==> src/sv/pps_pkg.sv <==
// ----------------------------------------------------------------------------
// pps_pkg
// Shared widths, record types and helpers of the priority scheduler.
// ----------------------------------------------------------------------------
package pps_pkg;

    localparam int PRIO_W  = 8;
    localparam int ARR_W   = 16;
    localparam int BURST_W = 12;
    // internal time: last arrival plus up to 64 full bursts
    localparam int TIME_W  = 19;
    localparam int OTIME_W = 17;
    localparam int PIDX_W  = 6;

    localparam logic [OTIME_W-1:0] OTIME_MAX = '1;

    typedef logic [TIME_W-1:0] stime_t;

    // one process record as held in the store
    typedef struct packed {
        logic [PRIO_W-1:0]  prio;
        logic [ARR_W-1:0]   arr;
        logic [BURST_W-1:0] burst;
        logic [BURST_W-1:0] remain;
        logic               started;
        stime_t             resp;
        stime_t             complete;
    } rec_t;

    // scan result handed from the picker to the control
    typedef struct packed {
        logic             have_pick;
        logic             have_next;
        logic [ARR_W-1:0] next_arr;
    } pick_stat_t;

    // clamp an internal time to the result field range
    function automatic logic [OTIME_W-1:0] sat_time(input stime_t v);
        logic [OTIME_W-1:0] r;
        if (v > stime_t'(OTIME_MAX))
            r = OTIME_MAX;
        else
            r = v[OTIME_W-1:0];
        return r;
    endfunction

endpackage

==> src/sv/pps_in_if.sv <==
// ----------------------------------------------------------------------------
// pps_in_if
// Process record channel: valid/ready handshake with record payload.
// ----------------------------------------------------------------------------
interface pps_in_if import pps_pkg::*; ();

    logic               valid;
    logic               ready;
    logic [PRIO_W-1:0]  prio;
    logic [ARR_W-1:0]   arrive_time;
    logic [BURST_W-1:0] burst_len;
    logic               is_last;

    modport source (output valid, prio, arrive_time, burst_len, is_last, input ready);
    modport sink   (input valid, prio, arrive_time, burst_len, is_last, output ready);

endinterface

==> src/sv/pps_out_if.sv <==
// ----------------------------------------------------------------------------
// pps_out_if
// Result channel: valid/ready handshake with per-process statistics.
// ----------------------------------------------------------------------------
interface pps_out_if import pps_pkg::*; ();

    logic               valid;
    logic               ready;
    logic [PIDX_W-1:0]  proc_index;
    logic [ARR_W-1:0]   arrive_out;
    logic [BURST_W-1:0] burst_out;
    logic [OTIME_W-1:0] complete_time;
    logic [OTIME_W-1:0] turnaround;
    logic [OTIME_W-1:0] waiting;
    logic [OTIME_W-1:0] response;
    logic               last_result;

    modport source (output valid, proc_index, arrive_out, burst_out, complete_time,
                    turnaround, waiting, response, last_result, input ready);
    modport sink   (input valid, proc_index, arrive_out, burst_out, complete_time,
                    turnaround, waiting, response, last_result, output ready);

endinterface

==> src/sv/preemptive_priority_scheduler_sim_unit.sv <==
// ----------------------------------------------------------------------------
// preemptive_priority_scheduler_sim_unit
// Batch preemptive priority scheduler built around a record memory.
// ----------------------------------------------------------------------------
// Usage:
//   in_ch carries one process record per transaction (priority, arrival,
//   burst, is_last). Records are taken one per cycle and written to the
//   store; records beyond MAX_PROCS are dropped. A record with is_last set
//   closes the batch, and in_ch.ready stays low until the batch is done.
//   Each scheduling step scans the n stored records: one memory read per
//   record, then a drain state and an update state. A step runs the
//   chosen process up to its completion or up to the next arrival, so a
//   batch takes at most about 2n steps. out_ch returns one transaction per
//   process in load order, each passing through a read, a load and a wait
//   state; last_result marks the final one. A stalled receiver holds the
//   result register and the sequencer waits. After the final result is
//   taken all counts and time return to zero and in_ch.ready rises for the
//   next batch.
//   Reset clears the control state; the record memory needs no clearing.
// ----------------------------------------------------------------------------
module preemptive_priority_scheduler_sim_unit import pps_pkg::*;
#(
    parameter int MAX_PROCS = 16
)
(
    input  logic      clk,
    input  logic      rst_n,
    pps_in_if.sink    in_ch,
    pps_out_if.source out_ch
);

    localparam int IDX_W = (MAX_PROCS > 1) ? $clog2(MAX_PROCS) : 1;
    localparam int CNT_W = IDX_W + 1;

    localparam logic [2:0] ST_LOAD   = 3'd0;
    localparam logic [2:0] ST_SCAN   = 3'd1;
    localparam logic [2:0] ST_TAIL   = 3'd2;
    localparam logic [2:0] ST_DECIDE = 3'd3;
    localparam logic [2:0] ST_ORD    = 3'd4;
    localparam logic [2:0] ST_OLD    = 3'd5;
    localparam logic [2:0] ST_OWT    = 3'd6;

    logic [2:0]       state_reg, state_next;
    logic [CNT_W-1:0] loaded_reg, loaded_next;
    logic [CNT_W-1:0] finished_reg, finished_next;
    stime_t           time_reg, time_next;
    logic [IDX_W-1:0] scan_idx_reg, scan_idx_next;
    logic             cmp_vld_reg, cmp_vld_next;
    logic [IDX_W-1:0] cmp_idx_reg, cmp_idx_next;
    logic [IDX_W-1:0] out_idx_reg, out_idx_next;

    logic             wr_en;
    logic [IDX_W-1:0] wr_addr;
    rec_t             wr_data;
    logic [IDX_W-1:0] rd_addr;
    rec_t             rd_data;

    pick_stat_t       stat;
    logic [IDX_W-1:0] pick_idx;
    rec_t             pick_rec;
    logic             pick_clear;

    logic             res_load;
    logic             res_busy;
    logic             res_taken;

    logic               load_fire;
    logic               has_room;
    logic [BURST_W-1:0] burst_in;
    rec_t               load_rec;
    logic               scan_last;
    logic               out_last;

    stime_t             gap;
    logic [BURST_W-1:0] run;
    logic [BURST_W-1:0] remain_new;
    stime_t             time_adv;
    rec_t               wb_rec;

    // input side
    assign in_ch.ready = (state_reg == ST_LOAD);
    assign load_fire   = in_ch.valid && in_ch.ready;
    assign has_room    = (loaded_reg < CNT_W'(MAX_PROCS));
    assign burst_in    = (in_ch.burst_len == '0) ? BURST_W'(1) : in_ch.burst_len;

    always_comb
    begin
        load_rec          = '0;
        load_rec.prio     = in_ch.prio;
        load_rec.arr      = in_ch.arrive_time;
        load_rec.burst    = burst_in;
        load_rec.remain   = burst_in;
        load_rec.started  = 1'b0;
    end

    assign scan_last = ((CNT_W'(scan_idx_reg) + 1'b1) == loaded_reg);
    assign out_last  = ((CNT_W'(out_idx_reg) + 1'b1) == loaded_reg);

    // service span of the chosen process: to completion or next arrival
    assign gap        = stime_t'(stat.next_arr) - time_reg;
    assign run        = (stat.have_next && (gap < stime_t'(pick_rec.remain)))
                        ? gap[BURST_W-1:0] : pick_rec.remain;
    assign remain_new = pick_rec.remain - run;
    assign time_adv   = time_reg + stime_t'(run);

    always_comb
    begin
        wb_rec         = pick_rec;
        wb_rec.remain  = remain_new;
        wb_rec.started = 1'b1;
        if (!pick_rec.started)
            wb_rec.resp = time_reg - stime_t'(pick_rec.arr);
        if (remain_new == '0)
            wb_rec.complete = time_adv;
    end

    // memory port selection
    always_comb
    begin
        wr_en   = 1'b0;
        wr_addr = loaded_reg[IDX_W-1:0];
        wr_data = load_rec;
        if (state_reg == ST_LOAD)
        begin
            wr_en = load_fire && has_room;
        end
        else if (state_reg == ST_DECIDE)
        begin
            wr_en   = stat.have_pick;
            wr_addr = pick_idx;
            wr_data = wb_rec;
        end
    end

    assign rd_addr    = (state_reg == ST_SCAN) ? scan_idx_reg : out_idx_reg;
    assign pick_clear = (state_reg == ST_LOAD) || (state_reg == ST_DECIDE);
    assign res_load   = (state_reg == ST_OLD);

    // sequencer
    always_comb
    begin
        state_next    = state_reg;
        loaded_next   = loaded_reg;
        finished_next = finished_reg;
        time_next     = time_reg;
        scan_idx_next = scan_idx_reg;
        cmp_vld_next  = (state_reg == ST_SCAN);
        cmp_idx_next  = scan_idx_reg;
        out_idx_next  = out_idx_reg;
        case (state_reg)
            ST_LOAD:
            begin
                if (load_fire)
                begin
                    if (has_room)
                        loaded_next = loaded_reg + 1'b1;
                    if (in_ch.is_last)
                    begin
                        scan_idx_next = '0;
                        state_next    = ST_SCAN;
                    end
                end
            end
            ST_SCAN:
            begin
                if (scan_last)
                    state_next = ST_TAIL;
                else
                    scan_idx_next = scan_idx_reg + 1'b1;
            end
            ST_TAIL:
            begin
                state_next = ST_DECIDE;
            end
            ST_DECIDE:
            begin
                scan_idx_next = '0;
                state_next    = ST_SCAN;
                if (!stat.have_pick)
                begin
                    // idle gap: jump to the next arrival
                    time_next = stime_t'(stat.next_arr);
                end
                else
                begin
                    time_next = time_adv;
                    if (remain_new == '0)
                    begin
                        finished_next = finished_reg + 1'b1;
                        if ((finished_reg + 1'b1) == loaded_reg)
                        begin
                            out_idx_next = '0;
                            state_next   = ST_ORD;
                        end
                    end
                end
            end
            ST_ORD:
            begin
                state_next = ST_OLD;
            end
            ST_OLD:
            begin
                state_next = ST_OWT;
            end
            ST_OWT:
            begin
                if (res_taken)
                begin
                    if (out_last)
                    begin
                        loaded_next   = '0;
                        finished_next = '0;
                        time_next     = '0;
                        state_next    = ST_LOAD;
                    end
                    else
                    begin
                        out_idx_next = out_idx_reg + 1'b1;
                        state_next   = ST_ORD;
                    end
                end
            end
            default:
            begin
                state_next = ST_LOAD;
            end
        endcase
    end

    always_ff @(posedge clk or negedge rst_n)
    begin
        if (!rst_n)
        begin
            state_reg    <= ST_LOAD;
            loaded_reg   <= '0;
            finished_reg <= '0;
            time_reg     <= '0;
            scan_idx_reg <= '0;
            cmp_vld_reg  <= 1'b0;
            out_idx_reg  <= '0;
        end
        else
        begin
            state_reg    <= state_next;
            loaded_reg   <= loaded_next;
            finished_reg <= finished_next;
            time_reg     <= time_next;
            scan_idx_reg <= scan_idx_next;
            cmp_vld_reg  <= cmp_vld_next;
            out_idx_reg  <= out_idx_next;
        end
    end

    always_ff @(posedge clk)
    begin
        cmp_idx_reg <= cmp_idx_next;
    end

    // datapath units
    pps_store #(
        .MAX_PROCS (MAX_PROCS),
        .IDX_W     (IDX_W)
    ) u_store (
        .clk     (clk),
        .wr_en   (wr_en),
        .wr_addr (wr_addr),
        .wr_data (wr_data),
        .rd_addr (rd_addr),
        .rd_data (rd_data)
    );

    pps_pick #(
        .IDX_W (IDX_W)
    ) u_pick (
        .clk      (clk),
        .rst_n    (rst_n),
        .clear    (pick_clear),
        .cmp_vld  (cmp_vld_reg),
        .cmp_idx  (cmp_idx_reg),
        .rec      (rd_data),
        .cur_time (time_reg),
        .stat     (stat),
        .pick_idx (pick_idx),
        .pick_rec (pick_rec)
    );

    pps_result #(
        .IDX_W (IDX_W)
    ) u_result (
        .clk    (clk),
        .rst_n  (rst_n),
        .load   (res_load),
        .idx    (out_idx_reg),
        .rec    (rd_data),
        .last   (out_last),
        .busy   (res_busy),
        .taken  (res_taken),
        .out_ch (out_ch)
    );

`ifndef SYNTHESIS
    // completions never outrun the batch size
    a_fin_le_load: assert property (@(posedge clk) disable iff (!rst_n)
        finished_reg <= loaded_reg)
        else $error("finished count exceeds loaded count");

    // store never overfills
    a_load_le_max: assert property (@(posedge clk) disable iff (!rst_n)
        loaded_reg <= CNT_W'(MAX_PROCS))
        else $error("loaded count exceeds capacity");

    // a result is only pending while the sequencer waits for it
    a_out_in_owt: assert property (@(posedge clk) disable iff (!rst_n)
        res_busy |-> (state_reg == ST_OWT))
        else $error("result pending outside output wait");

    // the chosen process always has service left
    a_pick_live: assert property (@(posedge clk) disable iff (!rst_n)
        (state_reg == ST_DECIDE && stat.have_pick) |-> (pick_rec.remain != '0))
        else $error("picked a finished process");

    // an idle step always has a future arrival to jump to
    a_idle_next: assert property (@(posedge clk) disable iff (!rst_n)
        (state_reg == ST_DECIDE && !stat.have_pick) |-> stat.have_next)
        else $error("no ready process and no pending arrival");
`endif

endmodule

==> src/sv/pps_store.sv <==
// ----------------------------------------------------------------------------
// pps_store
// Process record memory: one write port, one read port, registered read.
// ----------------------------------------------------------------------------
module pps_store import pps_pkg::*;
#(
    parameter int MAX_PROCS = 16,
    parameter int IDX_W     = 4
)
(
    input  logic             clk,
    input  logic             wr_en,
    input  logic [IDX_W-1:0] wr_addr,
    input  rec_t             wr_data,
    input  logic [IDX_W-1:0] rd_addr,
    output rec_t             rd_data
);

    rec_t mem [MAX_PROCS];
    rec_t rd_data_reg;

    // write port
    always_ff @(posedge clk)
    begin
        if (wr_en)
        begin
            mem[wr_addr] <= wr_data;
        end
    end

    // read port, registered
    always_ff @(posedge clk)
    begin
        rd_data_reg <= mem[rd_addr];
    end

    assign rd_data = rd_data_reg;

endmodule

==> src/sv/pps_pick.sv <==
// ----------------------------------------------------------------------------
// pps_pick
// Scan accumulator: keeps the best ready process and the earliest pending
// arrival over the records streamed out of the store.
// ----------------------------------------------------------------------------
module pps_pick import pps_pkg::*;
#(
    parameter int IDX_W = 4
)
(
    input  logic             clk,
    input  logic             rst_n,
    input  logic             clear,
    input  logic             cmp_vld,
    input  logic [IDX_W-1:0] cmp_idx,
    input  rec_t             rec,
    input  stime_t           cur_time,
    output pick_stat_t       stat,
    output logic [IDX_W-1:0] pick_idx,
    output rec_t             pick_rec
);

    logic             have_pick_reg, have_pick_next;
    logic             have_next_reg, have_next_next;
    logic [ARR_W-1:0] next_arr_reg, next_arr_next;
    logic [IDX_W-1:0] pick_idx_reg, pick_idx_next;
    rec_t             pick_rec_reg, pick_rec_next;

    logic live;
    logic arrived;
    logic better;

    // candidate qualification and ordering: priority, then arrival, then index
    assign live    = (rec.remain != '0);
    assign arrived = (stime_t'(rec.arr) <= cur_time);
    assign better  = !have_pick_reg
                  || (rec.prio > pick_rec_reg.prio)
                  || ((rec.prio == pick_rec_reg.prio) && (rec.arr < pick_rec_reg.arr));

    always_comb
    begin
        have_pick_next = have_pick_reg;
        have_next_next = have_next_reg;
        next_arr_next  = next_arr_reg;
        pick_idx_next  = pick_idx_reg;
        pick_rec_next  = pick_rec_reg;
        if (clear)
        begin
            have_pick_next = 1'b0;
            have_next_next = 1'b0;
        end
        else if (cmp_vld && live)
        begin
            if (!arrived)
            begin
                if (!have_next_reg || (rec.arr < next_arr_reg))
                begin
                    have_next_next = 1'b1;
                    next_arr_next  = rec.arr;
                end
            end
            else if (better)
            begin
                have_pick_next = 1'b1;
                pick_idx_next  = cmp_idx;
                pick_rec_next  = rec;
            end
        end
    end

    // control flags
    always_ff @(posedge clk or negedge rst_n)
    begin
        if (!rst_n)
        begin
            have_pick_reg <= 1'b0;
            have_next_reg <= 1'b0;
        end
        else
        begin
            have_pick_reg <= have_pick_next;
            have_next_reg <= have_next_next;
        end
    end

    // payload
    always_ff @(posedge clk)
    begin
        next_arr_reg <= next_arr_next;
        pick_idx_reg <= pick_idx_next;
        pick_rec_reg <= pick_rec_next;
    end

    assign stat.have_pick = have_pick_reg;
    assign stat.have_next = have_next_reg;
    assign stat.next_arr  = next_arr_reg;
    assign pick_idx       = pick_idx_reg;
    assign pick_rec       = pick_rec_reg;

endmodule

==> src/sv/pps_result.sv <==
// ----------------------------------------------------------------------------
// pps_result
// Result formatter and output register: derives turnaround, waiting and
// response from a finished record and holds the transaction until taken.
// ----------------------------------------------------------------------------
module pps_result import pps_pkg::*;
#(
    parameter int IDX_W = 4
)
(
    input  logic             clk,
    input  logic             rst_n,
    input  logic             load,
    input  logic [IDX_W-1:0] idx,
    input  rec_t             rec,
    input  logic             last,
    output logic             busy,
    output logic             taken,
    pps_out_if.source        out_ch
);

    logic               valid_reg, valid_next;
    logic [PIDX_W-1:0]  pidx_reg;
    logic [ARR_W-1:0]   arr_reg;
    logic [BURST_W-1:0] burst_reg;
    logic [OTIME_W-1:0] ct_reg;
    logic [OTIME_W-1:0] tat_reg;
    logic [OTIME_W-1:0] wt_reg;
    logic [OTIME_W-1:0] resp_reg;
    logic               last_reg;

    stime_t tat;
    stime_t wt;

    // derived statistics
    assign tat = rec.complete - stime_t'(rec.arr);
    assign wt  = tat - stime_t'(rec.burst);

    assign taken = valid_reg && out_ch.ready;

    always_comb
    begin
        valid_next = valid_reg;
        if (load)
            valid_next = 1'b1;
        else if (taken)
            valid_next = 1'b0;
    end

    always_ff @(posedge clk or negedge rst_n)
    begin
        if (!rst_n)
            valid_reg <= 1'b0;
        else
            valid_reg <= valid_next;
    end

    // payload capture
    always_ff @(posedge clk)
    begin
        if (load)
        begin
            pidx_reg  <= PIDX_W'(idx);
            arr_reg   <= rec.arr;
            burst_reg <= rec.burst;
            ct_reg    <= sat_time(rec.complete);
            tat_reg   <= sat_time(tat);
            wt_reg    <= sat_time(wt);
            resp_reg  <= sat_time(rec.resp);
            last_reg  <= last;
        end
    end

    assign busy                 = valid_reg;
    assign out_ch.valid         = valid_reg;
    assign out_ch.proc_index    = pidx_reg;
    assign out_ch.arrive_out    = arr_reg;
    assign out_ch.burst_out     = burst_reg;
    assign out_ch.complete_time = ct_reg;
    assign out_ch.turnaround    = tat_reg;
    assign out_ch.waiting       = wt_reg;
    assign out_ch.response      = resp_reg;
    assign out_ch.last_result   = last_reg;

endmodule
==> src/flat_wrapper.sv <==
// flat-port wrapper written by rule: the top's interface ports become plain ports
module preemptive_priority_scheduler_sim_unit_flat import pps_pkg::*;
#(
    parameter int MAX_PROCS = 16
)
  (clk, rst_n, in_ch_valid, in_ch_prio, in_ch_arrive_time, in_ch_burst_len, in_ch_is_last, in_ch_ready, out_ch_valid, out_ch_proc_index, out_ch_arrive_out, out_ch_burst_out, out_ch_complete_time, out_ch_turnaround, out_ch_waiting, out_ch_response, out_ch_last_result, out_ch_ready);
  pps_in_if in_ch_i ();
  pps_out_if out_ch_i ();
  input  logic clk;
  input  logic rst_n;
  input wire logic [$bits(in_ch_i.valid)-1:0] in_ch_valid;
  input wire logic [$bits(in_ch_i.prio)-1:0] in_ch_prio;
  input wire logic [$bits(in_ch_i.arrive_time)-1:0] in_ch_arrive_time;
  input wire logic [$bits(in_ch_i.burst_len)-1:0] in_ch_burst_len;
  input wire logic [$bits(in_ch_i.is_last)-1:0] in_ch_is_last;
  output wire logic [$bits(in_ch_i.ready)-1:0] in_ch_ready;
  output wire logic [$bits(out_ch_i.valid)-1:0] out_ch_valid;
  output wire logic [$bits(out_ch_i.proc_index)-1:0] out_ch_proc_index;
  output wire logic [$bits(out_ch_i.arrive_out)-1:0] out_ch_arrive_out;
  output wire logic [$bits(out_ch_i.burst_out)-1:0] out_ch_burst_out;
  output wire logic [$bits(out_ch_i.complete_time)-1:0] out_ch_complete_time;
  output wire logic [$bits(out_ch_i.turnaround)-1:0] out_ch_turnaround;
  output wire logic [$bits(out_ch_i.waiting)-1:0] out_ch_waiting;
  output wire logic [$bits(out_ch_i.response)-1:0] out_ch_response;
  output wire logic [$bits(out_ch_i.last_result)-1:0] out_ch_last_result;
  input wire logic [$bits(out_ch_i.ready)-1:0] out_ch_ready;
  assign in_ch_i.valid = in_ch_valid;
  assign in_ch_i.prio = in_ch_prio;
  assign in_ch_i.arrive_time = in_ch_arrive_time;
  assign in_ch_i.burst_len = in_ch_burst_len;
  assign in_ch_i.is_last = in_ch_is_last;
  assign in_ch_ready = in_ch_i.ready;
  assign out_ch_valid = out_ch_i.valid;
  assign out_ch_proc_index = out_ch_i.proc_index;
  assign out_ch_arrive_out = out_ch_i.arrive_out;
  assign out_ch_burst_out = out_ch_i.burst_out;
  assign out_ch_complete_time = out_ch_i.complete_time;
  assign out_ch_turnaround = out_ch_i.turnaround;
  assign out_ch_waiting = out_ch_i.waiting;
  assign out_ch_response = out_ch_i.response;
  assign out_ch_last_result = out_ch_i.last_result;
  assign out_ch_i.ready = out_ch_ready;
  preemptive_priority_scheduler_sim_unit #(.MAX_PROCS(MAX_PROCS)) u_core (.clk(clk), .rst_n(rst_n), .in_ch(in_ch_i), .out_ch(out_ch_i));
endmodule
==> config.mk <==
export PLATFORM = sky130hd
export DESIGN_NAME = preemptive_priority_scheduler_sim_unit_flat
export DESIGN_NICKNAME = d
export VERILOG_FILES = /design/src/sv/pps_pkg.sv /design/src/sv/pps_in_if.sv /design/src/sv/pps_out_if.sv /design/src/sv/preemptive_priority_scheduler_sim_unit.sv /design/src/sv/pps_store.sv /design/src/sv/pps_pick.sv /design/src/sv/pps_result.sv /design/src/flat_wrapper.sv
export SDC_FILE = /design/constraint.sdc
export NUM_CORES = 2
export LEC_CHECK = 0
export ABC_CLOCK_PERIOD_IN_PS = 12400
export BUFFER_PORTS_ARGS = -buffer_cell sky130_fd_sc_hd__buf_4
export CAP_MARGIN = 20
export CORE_MARGIN = 1
export CORE_UTILIZATION = 58
export CTS_CLUSTER_SIZE = 16
export DETAILED_ROUTE_END_ITERATION = 7
export HOLD_SLACK_MARGIN = 0.02
export MAX_ROUTING_LAYER = met4
export PLACE_DENSITY = 0.75
export SYNTH_ARGS = -nofsm -noshare
export SYNTH_HDL_FRONTEND = slang
export SYNTH_HIERARCHICAL = 1
export SYNTH_SLANG_ARGS = --single-unit
==> constraint.sdc <==
create_clock -name clk -period 12.4 [get_ports clk]
set_input_delay 0 -clock clk [delete_from_list [all_inputs] [get_ports clk]]
set_output_delay 0 -clock clk [all_outputs]
set_load 0.02 [all_outputs]
==> impl_metrics.ini <==
[hold_path]
hold_depth = 4
hold_class = input port to flop

[synth]
synthArstFlopShare_pct = 2.54
synth_ff_type = edfxtp_1
netlist_instances = 4019
synth_mux_area_share_pct = 11.7
syn_area_per_cell_um2 = 17.7
yosysUniqueCellTypes = 92
synth_seq_cells = 1735
synth_top_area_cell = edfxtp_1
synth-compound-area-share_pct = 5.87
yosysWarningCount = 6
yosys.area_share.simple_pct = 4.77
yosysTopAreaCellShare_pct = 67.6
synth-edff-count = 1600
synth_xor_xnor_area_share_pct = 0.948
synth_seq_area_share_pct = 71.8
syn-cell-area_um2 = 71000
synth_fa_ha_area_share_pct = 2.85
yosys-top-cells-area = edfxtp_1, mux4_2, ha_1
synth_top_family_by_area = multiplexers

[clock_tree]
path_clk_slew_ns = 0.06
ctsHoldBuffers = 37
clock-sinks = 1735
clk_path_buf_depth = 3
postCtsResizedCells = 0
clk_latency_ns = 0.80
cts_setup_buffers = 0
cts_buffers = 170
cts_tree = done
ctsRootBufferMaster = clkbuf_16
htree_levels = 4

[routing]
via_per_inst = 6.57
routed_wl_um = 182000
ant_nets = 0
drt_iter0_markers = 5655
drc = 0
firstDrtPassIters = 5
vias = 39900
wl_per_cell_um = 30.0

[power_and_ir_drop]
powerDensity_nw_per_um2 = 146
peakVddDrop_mv = 0.127
p_total_mw = 11.7
leakage_nw = 27.8

[floorplan]
die-width_um = 352
die_y_um = 352
start_util_pct = 58.4
num_rows = 128
ios = 146
die-area_um2 = 124000
core_area_um2 = 122000

[cells_and_area]
area_delta_synth_final_pct = 13.3
final_util_pct = 66.2
fillerInstances = 7792
layout-drive-gt1-share_pct = 20.7
final_cell_mix = edfxtp_1, mux4_2, nand2_1
finalNetCount = 4496
final_common_cell = edfxtp_1
largest_reg_flops = 1392
fin_area_um2 = 80500

[sta]
max_freq_mhz = 110
tightest_slew_ns = 1.16
setup_viol = 0
rsz0062_at_grt = false
final-hold-violation-count = 0
period_share_pct = 73.3
setup_tns_ns = 0
slew_headroom_pct = 20.7
fin_worst_skew_ns = 0.0418
slew_violations = 0
finalCriticalPeriod_ns = 9.09

[worst_setup_path]
cp-start-kind = flop
reg2regPathDepth = 31
path_delay_family = compound AO/OA/AOI/OAI gates
cp_num_cells = 31
cp_num_buf_inv = 5
arrival_ns = 9.51
path_class = flop to flop
path_max_fanout = 33
cp_slowest_cell = mux2i_1
cp_slowest_stage_delay_ns = 0.94
endpoint_kind = flop
required_ns = 12.82

[global_routing]
gr-total-overflow = 0
grt_usage_pct = 30.4
antenna_found_initial = 8
grt_pass1_wl_um = 265000
grt_pass1_vias = 39100
grt_max_degree = 129

[place]
portBuffers = 143
postPlaceCellArea_um2 = 74200
dp_hpwl_um = 104000
gp_congestion = 0.973

[run]
cap_viol_max_count = 0

[outcome]
status = completed
==> cell usage after synthesis, types with 6 or more instances <==
cell and count:
o22ai_1 17, nand2b_1 23, o211ai_1 12, o21ai_0 108, a211oi_1 19, nand4_1 18, xnor2_1 46, o2111ai_1 7
o31ai_1 6, and3_1 12, nand2_1 308, fa_1 6, nor2b_1 33, xor2_1 29, nand3b_1 11, or3_1 55
nand3_1 38, inv_1 164, a2111oi_0 8, buf_1 32, o21ai_1 9, or2_2 11, buf_2 22, buf_6 15
mux2i_1 44, and2_1 11, o21a_1 21, a21oi_1 112, dfrtp_1 44, a31oi_1 11, ha_1 152, edfxtp_1 1600
nor3_1 37, buf_4 23, mux4_2 348, nor2_1 108, clkbuf_1 88, a22oi_1 174, nor4_1 10, a21o_1 35
dfxtp_1 91
==> where the power goes <==
group          internal [mW]  switching (mW)  total, mW
Clock                   3.08            2.22       5.29
Combinational         0.0249          0.0575     0.0824
Sequential              6.34        0.000553       6.34
==> path summary, 6_finish.rpt <==
check	startpoint	endpoint	slack [ns]
worst max register to register	u_core/u_pick/next_arr_reg[0]	u_core/u_store/mem[4][15]	3.31
worst min register to register	u_core/cmp_idx_reg[3]	u_core/u_pick/pick_idx[3]	0.41
min in group asynchronous	rst_n	u_core/u_result/busy	0.28
worst min-delay path	out_ch_ready	u_core/u_result/busy	0.05
max in group asynchronous	rst_n	u_core/time_reg[6]	11.82
worst max-delay path	u_core/u_pick/next_arr_reg[0]	u_core/u_store/mem[4][15]	3.31
==> area by class of cell <==
cell class / count / area [um2] / share of cell area (%)
Antenna cell: 1 / 2.50 / 0.00311
Clock buffer: 233 / 4650 / 5.78
Clock inverter: 87 / 1170 / 1.45
Inverter: 164 / 617 / 0.767
Multi-Input combinational cell: 1941 / 18700 / 23.3
Sequential cell: 1735 / 51000 / 63.3
Tap cell: 1625 / 2030 / 2.53
Timing Repair Buffer: 285 / 2290 / 2.85
==> layer usage <==
layer,up-vias,global-route usage [%],wire [um]
met5,-,-,0
li1,16600,-,-
met2,2452,46.5,86900
met1,20400,41.9,70200
met4,0,11.4,6940
met3,366,4.50,18300
==> worst min-delay path: cells and delay by family <==
| kind | cells | cell delay [ns] |
|---|---|---|
| buffers and inverters | 3 | 0.65 |
| AO/OA/AOI/OAI | 1 | 0.14 |
==> metrics by stage <==
stage | instances | setup WS (ns) | hold slack [ns]
after floorplan | 4020 | 3.59 | -0.296
after global placement | 5703 | 3.71 | 0.0713
after detailed placement | 5703 | 3.44 | 0.0827
after CTS | 6060 | 3.42 | 0.0202
after global routing | 6070 | 2.76 | 0.0585
final | 6071 | 3.31 | 0.0503
==> kinds of logic after synthesis <==
kind of cell	Yosys count
flops	1735
buf+inv	344
xor+xnor	76
fa+ha+maj	158
mux	393
other cells	1
simple gates	703
compound gates	609
Power figures use the tool's default switching activity.
